`config.mk`:
```
export PLATFORM = sky130hd
export DESIGN_NAME = lattice_neighbour_index_core
export DESIGN_NICKNAME = d
export VERILOG_FILES = /design/src/rtl/lni_pkg.sv /design/src/rtl/lattice_neighbour_index_core.sv
export SDC_FILE = /design/constraint.sdc
export NUM_CORES = 1
export LEC_CHECK = 0
export BUFFER_PORTS_ARGS = -buffer_cell sky130_fd_sc_hd__buf_4
export CAP_MARGIN = 40
export CORE_ASPECT_RATIO = 2
export CORE_MARGIN = 5
export CORE_UTILIZATION = 63
export DETAILED_ROUTE_END_ITERATION = 6
export PLACE_DENSITY = 0.78
export SLEW_MARGIN = 20
export SYNTH_ARGS = -nofsm -noshare
export SYNTH_HDL_FRONTEND = slang
export SYNTH_SLANG_ARGS = --single-unit
```
`constraint.sdc`:
```
create_clock -name clock -period 11.28 [get_ports clock]
set_clock_uncertainty 0.2 [all_clocks]
set_input_delay 0 -clock clock [delete_from_list [all_inputs] [get_ports clock]]
set_output_delay 0 -clock clock [all_outputs]
set_load 0.03 [all_outputs]
```
`src/rtl/lni_pkg.sv`:
```
// Package for the lattice neighbour index core: field widths, register
// indexes, lattice form codes and the restoring divider step.
// Depends on nothing; used by lattice_neighbour_index_core.
package lni_pkg;

   localparam int MAX_SIDE    = 64;
   localparam int SITE_W      = 13;
   localparam int SIDE_W      = 7;
   localparam int AREA_W      = 2 * SIDE_W;
   localparam int REM_W       = SIDE_W;
   localparam int CSR_IDX_W   = 2;
   localparam int REQ_TDATA_W = 16;
   localparam int RSP_TDATA_W = 40;

   // Lowest quotient bit of the first and second divider stages; bits run most significant first.
   localparam int DIV_B_LO = 9;
   localparam int DIV_C_LO = 4;

   typedef enum logic [CSR_IDX_W-1:0] {
      CSR_MODE    = 2'd0,
      CSR_COLUMNS = 2'd1,
      CSR_ROWS    = 2'd2
   } csr_index_type;

   typedef enum logic [2:0] {
      MODE_HEX_OPEN     = 3'd0,
      MODE_HEX_PERIODIC = 3'd1,
      MODE_HEX_REV      = 3'd2,
      MODE_HEX_REV_TWO  = 3'd3,
      MODE_TRI_OPEN     = 3'd4,
      MODE_TRI_PERIODIC = 3'd5
   } lattice_mode_type;

   localparam logic [2:0]        MODE_RESET    = MODE_HEX_OPEN;
   localparam logic [SIDE_W-1:0] COLUMNS_RESET = SIDE_W'(4);
   localparam logic [SIDE_W-1:0] ROWS_RESET    = SIDE_W'(4);

   // One restoring division step: returns the quotient bit above the new
   // remainder.
   function automatic logic [REM_W:0] div_step(input logic [REM_W-1:0] rem,
                                                input logic dbit,
                                                input logic [SIDE_W-1:0] divisor);
      logic [REM_W:0] trial;
      logic [REM_W:0] result;
      trial = {rem, dbit};
      if (trial >= {1'b0, divisor}) begin
         result = {1'b1, REM_W'(trial - {1'b0, divisor})};
      end else begin
         result = {1'b0, trial[REM_W-1:0]};
      end
      return result;
   endfunction

endpackage

```
`src/rtl/lattice_neighbour_index_core.sv`:
```
// Lattice neighbour index core: site number in, three neighbour site numbers
// and a range error flag out, through a five-stage pipeline.
// Depends on lni_pkg.
//
//   Channel | Direction | Words              | Handshake
//   csr_    | in        | mode, columns, rows | csr_we, no back-pressure
//   req_    | in        | site                | req_tvalid / req_tready
//   rsp_    | out       | neighbours, error   | rsp_tvalid / rsp_tready
//
// One word enters per cycle while no stall on the result side holds it back.
// Stage one registers the word with the current configuration, the next
// three stages share the 13 quotient bits of the column/row split and compute
// the candidate sums, the last stage selects them into the output register.
// Reset (synchronous) restores the configuration registers and empties the
// pipeline. Each stage loads when it is empty or the stage after it moves, so
// a stall on the result side holds every word in place.
module lattice_neighbour_index_core
   import lni_pkg::*;
(
   input  logic                   clock,
   input  logic                   reset,
   input  logic                   csr_we,
   input  logic [CSR_IDX_W-1:0]   csr_index,
   input  logic [SIDE_W-1:0]      csr_wdata,
   input  logic                   req_tvalid,
   output logic                   req_tready,
   input  logic [REQ_TDATA_W-1:0] req_tdata,   // site [12:0], zero pad
   output logic                   rsp_tvalid,
   input  logic                   rsp_tready,
   output logic [RSP_TDATA_W-1:0] rsp_tdata,   // first, second, third neighbour
   output logic [0:0]             rsp_tuser    // site_error
);

   typedef struct packed {
      logic [SITE_W-1:0] p_plus1;
      logic [SITE_W-1:0] p_minus1;
      logic [SITE_W-1:0] p_less_ly_plus1;
      logic [SITE_W-1:0] p_plus_ly_minus1;
      logic [SITE_W-1:0] p_plus_ly_plus1;
      logic [SITE_W-1:0] p_plus_ly;
      logic [SITE_W-1:0] p_plus_2ly_minus1;
      logic [SITE_W-1:0] wrap_up_plus1;
      logic [SITE_W-1:0] wrap_dn_plus1;
      logic [SITE_W-1:0] wrap_dn;
      logic [SITE_W-1:0] wrap_dn_minus1;
      logic [SITE_W-1:0] wrap2_dn_minus1;
      logic              is_first;
      logic              is_last;
   } cand_type;

   typedef struct packed {
      logic [SITE_W-1:0] p;
      logic [2:0]        mode;
      logic [SIDE_W-1:0] lx;
      logic [SIDE_W-1:0] ly;
   } stage_a_type;

   typedef struct packed {
      logic [SITE_W-1:0] p;
      logic [2:0]        mode;
      logic [SIDE_W-1:0] lx;
      logic [SIDE_W-1:0] ly;
      logic [AREA_W-1:0] area;
      logic              size_ok;
      logic [SITE_W-1:0] dvd;
      logic [SITE_W-1:0] quot;
      logic [REM_W-1:0]  rem;
   } stage_b_type;

   typedef struct packed {
      logic [2:0]        mode;
      logic [SIDE_W-1:0] lx;
      logic [SIDE_W-1:0] ly;
      logic              err;
      logic [SITE_W-1:0] dvd;
      logic [SITE_W-1:0] quot;
      logic [REM_W-1:0]  rem;
      cand_type          cand;
   } stage_c_type;

   typedef struct packed {
      logic [2:0]        mode;
      logic [SIDE_W-1:0] lx;
      logic [SIDE_W-1:0] ly;
      logic              err;
      logic [SITE_W-1:0] x;
      logic [REM_W-1:0]  y;
      cand_type          cand;
   } stage_d_type;

   typedef struct packed {
      logic [SITE_W-1:0] n0;
      logic [SITE_W-1:0] n1;
      logic [SITE_W-1:0] n2;
      logic              err;
   } stage_e_type;

   logic [2:0]        mode_ff;
   logic [SIDE_W-1:0] columns_ff;
   logic [SIDE_W-1:0] rows_ff;

   logic a_vld_ff, b_vld_ff, c_vld_ff, d_vld_ff, e_vld_ff;
   logic a_rdy, b_rdy, c_rdy, d_rdy, e_rdy;

   stage_a_type a_ff, a_in;
   stage_b_type b_ff, b_in;
   stage_c_type c_ff, c_in;
   stage_d_type d_ff, d_in;
   stage_e_type e_ff, e_in;

   assign e_rdy = !e_vld_ff || rsp_tready;
   assign d_rdy = !d_vld_ff || e_rdy;
   assign c_rdy = !c_vld_ff || d_rdy;
   assign b_rdy = !b_vld_ff || c_rdy;
   assign a_rdy = !a_vld_ff || b_rdy;

   assign req_tready = a_rdy;
   assign rsp_tvalid = e_vld_ff;
   assign rsp_tdata  = {1'b0, e_ff.n2, e_ff.n1, e_ff.n0};
   assign rsp_tuser  = e_ff.err;

   always_comb begin
      a_in.p    = req_tdata[SITE_W-1:0];
      a_in.mode = mode_ff;
      a_in.lx   = columns_ff;
      a_in.ly   = rows_ff;
   end

   always_comb begin
      logic [REM_W:0]    step;
      logic [REM_W-1:0]  rem;
      logic [SITE_W-1:0] quot;
      logic [SITE_W-1:0] dvd;
      dvd  = a_ff.p - SITE_W'(1);
      rem  = '0;
      quot = '0;
      for (int i = SITE_W - 1; i >= DIV_B_LO; i--) begin
         step    = div_step(rem, dvd[i], a_ff.ly);
         quot[i] = step[REM_W];
         rem     = step[REM_W-1:0];
      end
      b_in.p       = a_ff.p;
      b_in.mode    = a_ff.mode;
      b_in.lx      = a_ff.lx;
      b_in.ly      = a_ff.ly;
      b_in.area    = AREA_W'(a_ff.lx) * AREA_W'(a_ff.ly);
      b_in.size_ok = (a_ff.lx != '0) && (a_ff.lx <= SIDE_W'(MAX_SIDE)) &&
                     (a_ff.ly != '0) && (a_ff.ly <= SIDE_W'(MAX_SIDE));
      b_in.dvd     = dvd;
      b_in.quot    = quot;
      b_in.rem     = rem;
   end

   always_comb begin
      logic [REM_W:0]    step;
      logic [REM_W-1:0]  rem;
      logic [SITE_W-1:0] quot;
      logic [SITE_W-1:0] p;
      logic [SITE_W-1:0] ly;
      logic [SITE_W-1:0] area;
      rem  = b_ff.rem;
      quot = b_ff.quot;
      for (int i = DIV_B_LO - 1; i >= DIV_C_LO; i--) begin
         step    = div_step(rem, b_ff.dvd[i], b_ff.ly);
         quot[i] = step[REM_W];
         rem     = step[REM_W-1:0];
      end
      p    = b_ff.p;
      ly   = SITE_W'(b_ff.ly);
      area = b_ff.area[SITE_W-1:0];
      c_in.mode = b_ff.mode;
      c_in.lx   = b_ff.lx;
      c_in.ly   = b_ff.ly;
      c_in.err  = !b_ff.size_ok || (p == '0) || ({1'b0, p} > b_ff.area);
      c_in.dvd  = b_ff.dvd;
      c_in.quot = quot;
      c_in.rem  = rem;
      // Sums of the column span wrap modulo the field width, as the results do.
      c_in.cand.p_plus1           = p + SITE_W'(1);
      c_in.cand.p_minus1          = p - SITE_W'(1);
      c_in.cand.p_less_ly_plus1   = p - ly + SITE_W'(1);
      c_in.cand.p_plus_ly_minus1  = p + ly - SITE_W'(1);
      c_in.cand.p_plus_ly_plus1   = p + ly + SITE_W'(1);
      c_in.cand.p_plus_ly         = p + ly;
      c_in.cand.p_plus_2ly_minus1 = p + (ly << 1) - SITE_W'(1);
      c_in.cand.wrap_up_plus1     = p + area - ly + SITE_W'(1);
      c_in.cand.wrap_dn_plus1     = p - area + ly + SITE_W'(1);
      c_in.cand.wrap_dn           = p - area + ly;
      c_in.cand.wrap_dn_minus1    = p - area + ly - SITE_W'(1);
      c_in.cand.wrap2_dn_minus1   = p - area + (ly << 1) - SITE_W'(1);
      c_in.cand.is_first          = (p == SITE_W'(1));
      c_in.cand.is_last           = (p == area);
   end

   always_comb begin
      logic [REM_W:0]    step;
      logic [REM_W-1:0]  rem;
      logic [SITE_W-1:0] quot;
      rem  = c_ff.rem;
      quot = c_ff.quot;
      for (int i = DIV_C_LO - 1; i >= 0; i--) begin
         step    = div_step(rem, c_ff.dvd[i], c_ff.ly);
         quot[i] = step[REM_W];
         rem     = step[REM_W-1:0];
      end
      d_in.mode = c_ff.mode;
      d_in.lx   = c_ff.lx;
      d_in.ly   = c_ff.ly;
      d_in.err  = c_ff.err;
      d_in.x    = quot;
      d_in.y    = rem;
      d_in.cand = c_ff.cand;
   end

   always_comb begin
      logic     x_first;
      logic     x_last;
      logic     y_first;
      logic     y_last;
      cand_type c;
      c       = d_ff.cand;
      x_first = (d_ff.x == '0);
      x_last  = (d_ff.x == SITE_W'(d_ff.lx) - SITE_W'(1));
      y_first = (d_ff.y == '0);
      y_last  = (d_ff.y == d_ff.ly - SIDE_W'(1));
      e_in.n0  = '0;
      e_in.n1  = '0;
      e_in.n2  = '0;
      e_in.err = d_ff.err;
      if (!d_ff.err) begin
         case (d_ff.mode)
            MODE_HEX_OPEN: begin
               e_in.n0 = y_last ? '0 : c.p_plus1;
               e_in.n1 = x_first ? '0 : c.p_less_ly_plus1;
               e_in.n2 = (c.is_first || c.is_last) ? '0 : c.p_minus1;
            end
            MODE_HEX_PERIODIC: begin
               e_in.n0 = y_last ? '0 : c.p_plus1;
               e_in.n1 = x_first ? c.wrap_up_plus1 : c.p_less_ly_plus1;
               e_in.n2 = y_first ? c.p_plus_ly_minus1 : c.p_minus1;
            end
            MODE_HEX_REV: begin
               e_in.n0 = x_last ? c.wrap_dn_plus1 : c.p_plus_ly_plus1;
               e_in.n1 = c.p_plus1;
               e_in.n2 = y_first ? c.p_plus_ly_minus1 : c.p_minus1;
            end
            MODE_HEX_REV_TWO: begin
               e_in.n0 = x_first ? c.wrap_up_plus1 : c.p_less_ly_plus1;
               e_in.n1 = c.p_plus1;
               e_in.n2 = y_first ? c.p_plus_ly_minus1 : c.p_minus1;
            end
            MODE_TRI_OPEN: begin
               e_in.n0 = x_last ? '0 : c.p_plus_ly;
               e_in.n1 = (y_last && x_last) ? '0 : c.p_plus1;
               e_in.n2 = (x_last || y_first) ? '0 : c.p_plus_ly_minus1;
            end
            MODE_TRI_PERIODIC: begin
               if (!x_last) begin
                  e_in.n0 = c.p_plus_ly;
                  e_in.n2 = y_first ? c.p_plus_2ly_minus1 : c.p_plus_ly_minus1;
               end else begin
                  e_in.n0 = c.wrap_dn;
                  e_in.n2 = y_first ? c.wrap2_dn_minus1 : c.wrap_dn_minus1;
               end
               e_in.n1 = y_last ? c.p_less_ly_plus1 : c.p_plus1;
            end
            default: begin
               e_in.n0 = '0;
            end
         endcase
      end
   end

   always_ff @(posedge clock) begin
      if (reset) begin
         mode_ff    <= MODE_RESET;
         columns_ff <= COLUMNS_RESET;
         rows_ff    <= ROWS_RESET;
         a_vld_ff   <= 1'b0;
         b_vld_ff   <= 1'b0;
         c_vld_ff   <= 1'b0;
         d_vld_ff   <= 1'b0;
         e_vld_ff   <= 1'b0;
      end else begin
         if (csr_we) begin
            case (csr_index)
               CSR_MODE:    mode_ff    <= csr_wdata[2:0];
               CSR_COLUMNS: columns_ff <= csr_wdata;
               CSR_ROWS:    rows_ff    <= csr_wdata;
               default:     mode_ff    <= mode_ff;
            endcase
         end
         if (a_rdy) a_vld_ff <= req_tvalid;
         if (b_rdy) b_vld_ff <= a_vld_ff;
         if (c_rdy) c_vld_ff <= b_vld_ff;
         if (d_rdy) d_vld_ff <= c_vld_ff;
         if (e_rdy) e_vld_ff <= d_vld_ff;
      end
   end

   always_ff @(posedge clock) begin
      if (a_rdy) a_ff <= a_in;
      if (b_rdy) b_ff <= b_in;
      if (c_rdy) c_ff <= c_in;
      if (d_rdy) d_ff <= d_in;
      if (e_rdy) e_ff <= e_in;
   end

endmodule

```
==> flow_summary.json <==
{
  "core_area_um2": 46660,
  "cpPeakStageDelay_ps": 440,
  "status": "finished clean",
  "synth_compound_area_share_pct": 9.905,
  "grt.total_usage_pct": 30.35,
  "viasPerCell": 6.050,
  "root_buffer": "clkbuf_16",
  "first_iter_violations": 1675,
  "place_ws_ps": 703.3,
  "hold_viol_final": 0,
  "ys_types": 87,
  "fin_ws_ps": 772.8,
  "synth_top_family_by_area": "adder cells",
  "synth_edf_count": 517,
  "nFillCells": 3149,
  "period_share_pct": 93.15,
  "p_leak_uw": 0.01392,
  "regArea_um2": 15970,
  "synth-seq-cells": 539,
  "synth_largest_area_cell": "edfxtp_1",
  "antenna_found_initial": 0,
  "ctsLongestPathBuffers": 3,
  "dp_hpwl_mm": 58.46,
  "htreeDepth": 2,
  "cts_tree": "built",
  "synth.top_cell.area_share_pct": 52.43,
  "cp.required_ps": 11430,
  "synth_mux_area_share_pct": 3.554,
  "crit_arrival_ps": 10660,
  "power_density_nw_per_um2": 340.0,
  "hp-start": "csr_wdata[0]",
  "yosysWarningCount": 0,
  "maxSlewHeadroom_pct": 44.79,
  "drive_gt1_share_pct": 9.799,
  "vias": 19785,
  "final_common_cell": "edfxtp_1",
  "crit_buf_inv": 8,
  "rows": 112,
  "multiInputGateArea_um2": 12520,
  "crit_type": "flop to flop",
  "io_buffers": 68,
  "wirelength_mm": 76.71,
  "io_pins": 73,
  "synth_ff_type": "edfxtp_1",
  "ys_seq_area_share_pct": 53.92,
  "final_cell_mix": "517 x edfxtp_1, 263 x inv_1, 238 x ha_1",
  "final_nets": 2925,
  "synth_cells": 2421,
  "synth_xor_xnor_area_share_pct": 6.170,
  "yosys.area_share.simple_pct": 9.090,
  "maxCapViolations": 0,
  "synthAdderAreaFrac_pct": 13.37,
  "syn_to_final_growth_pct": 12.59,
  "first_global_vias": 21061,
  "cts.sinks": 539,
  "route.detailed.drc": 0,
  "worstMarginPinSlew_ps": 825.1,
  "startpoint": "b_ff[28]",
  "rsz0062_at_grt": "no",
  "async_flop_share_pct": 0,
  "grt.overflow.total": 0,
  "gp_congestion": 0.9623,
  "syn_area_per_cell_um2": 12.23,
  "synthTopCellsByArea": "edfxtp_1 52%, ha_1 10%, xnor2_1 4.3%",
  "reg2reg_from": "b_ff[28]",
  "wire_per_inst_um": 23.46,
  "syn_area_um2": 29610,
  "die_area_um2": 51700,
  "ir_drop_uv": 663.6,
  "die_h_um": 316.6,
  "grt_max_degree": 73,
  "path_clk_slew_ps": 80,
  "period_minus_slack_ps": 10510,
  "syn_nets": 2738,
  "cpMaxStageDelayCell": "fa_1",
  "grt_pass1_wl_mm": 117.6,
  "finalSetupViolCount": 0,
  "die_w_um": 163.3,
  "cts_buffers": 44,
  "antenna_cells": 0,
  "dr.pass1.iters": 6,
  "start_kind": "flop",
  "clk_latency_ps": 600,
  "hold_path_class": "input pin to flop",
  "timing.fmax_mhz": 95.17,
  "cp-end-kind": "flop",
  "cp_max_fo": 9,
  "cp_top_family": "compound AO/OA/AOI/OAI gates",
  "drt.antenna.violating_nets": 0,
  "setup_tns_ps": 0,
  "maxSlewViolCount": 0,
  "start_util_pct": 63.45
}
## tightest hold or removal path, cell delays in order
cell and delay, ps:
dlygate4sd3_1 520, buf_4 130, mux2i_1 60, nor2_1 70
## final timing paths
kind,end,slack [ps],cells past startpoint
worst max-delay path,c_ff[160],770,46
worst max register to register,c_ff[160],770,46
worst min register to register,d_ff[51],220,0
worst min-delay path,rows_ff[0],20,4
## final cells by class
type,count,share of cell area (%)
Clock inverter,23,0.7657
Sequential cell,539,47.89
Inverter,265,2.999
Tap cell,627,2.353
Multi-Input combinational cell,1574,37.56
Clock buffer,58,3.614
Timing Repair Buffer,184,4.815
## what timing repair did
action,CTS,global route
resized for setup,0,6
hold buffers,55,0
setup endpoints to repair,0,6
buffers inserted,0,2
endpoints found under the hold margin,35,0
## metrics by stage
step	instance area (µm²)	cells	power [µW]	util (%)	hold slack [ps]
after floorplan	29610	2421	7870	-	-105.6
after global placement	31120	3120	9438	66.69	-21.46
after detailed placement	31230	3128	9696	66.92	-20.54
after CTS	33240	3264	11290	71.23	4.695
after global routing	33340	3270	12140	71.44	52.36
final	33340	3270	11340	71.44	23.42
## cell families (layout without fill, tap and decap cells)
| logic type | count (synthesis) | after routing |
|---|---|---|
| AOI/OAI and AO/OA | 428 | 428 |
| xor gates and xnor gates | 207 | 207 |
| adders and majority gates | 287 | 287 |
| buffers and inverters | 308 | 530 |
| DFF | 539 | 539 |
| muxes | 99 | 99 |
| other | 1 | 1 |
| and+or+nand+nor | 552 | 552 |
## per-layer routing
layer | GRT usage, % | part of all wire, % | vias to the layer above
li1 | - | - | 9153
met3 | 3.824 | 4.0 | 291
met5 | 0 | 0 | -
met4 | 24.25 | 9.3 | 0
met2 | 58.00 | 56 | 712
met1 | 28.11 | 31 | 9629
## synth_stat cells (16+ instances only)
| library cell | n |
|---|---|
| a21o_1 | 33 |
| mux2_2 | 31 |
| and2_1 | 31 |
| nor2_1 | 169 |
| mux2i_1 | 59 |
| o21a_1 | 23 |
| a22oi_1 | 20 |
| nor2b_1 | 31 |
| ha_1 | 238 |
| inv_1 | 264 |
| xor2_1 | 62 |
| fa_1 | 49 |
| nand3_1 | 38 |
| a222oi_1 | 25 |
| nor3_1 | 38 |
| nor4_1 | 18 |
| a211oi_1 | 16 |
| o21ai_0 | 87 |
| xnor2_1 | 144 |
| nand2_1 | 129 |
| a21oi_1 | 103 |
| edfxtp_1 | 517 |
| clkbuf_1 | 34 |
| nand2b_1 | 17 |
| nand4_1 | 20 |
| dfxtp_1 | 22 |
## state kept, by name, indices dropped and copies added (netlist names), 3 cells and up
register / cells
a_ff: 30
mode_ff: 3
rows_ff: 7
c_ff: 191
rsp_tdata: 39
d_ff: 191
columns_ff: 7
b_ff: 65
## power by group
part           switching (µW)  internal (µW)
sequential                179           2920
combinational            3580           3080
clock                     720            856
No activity file was read; power rests on OpenSTA's default activity.
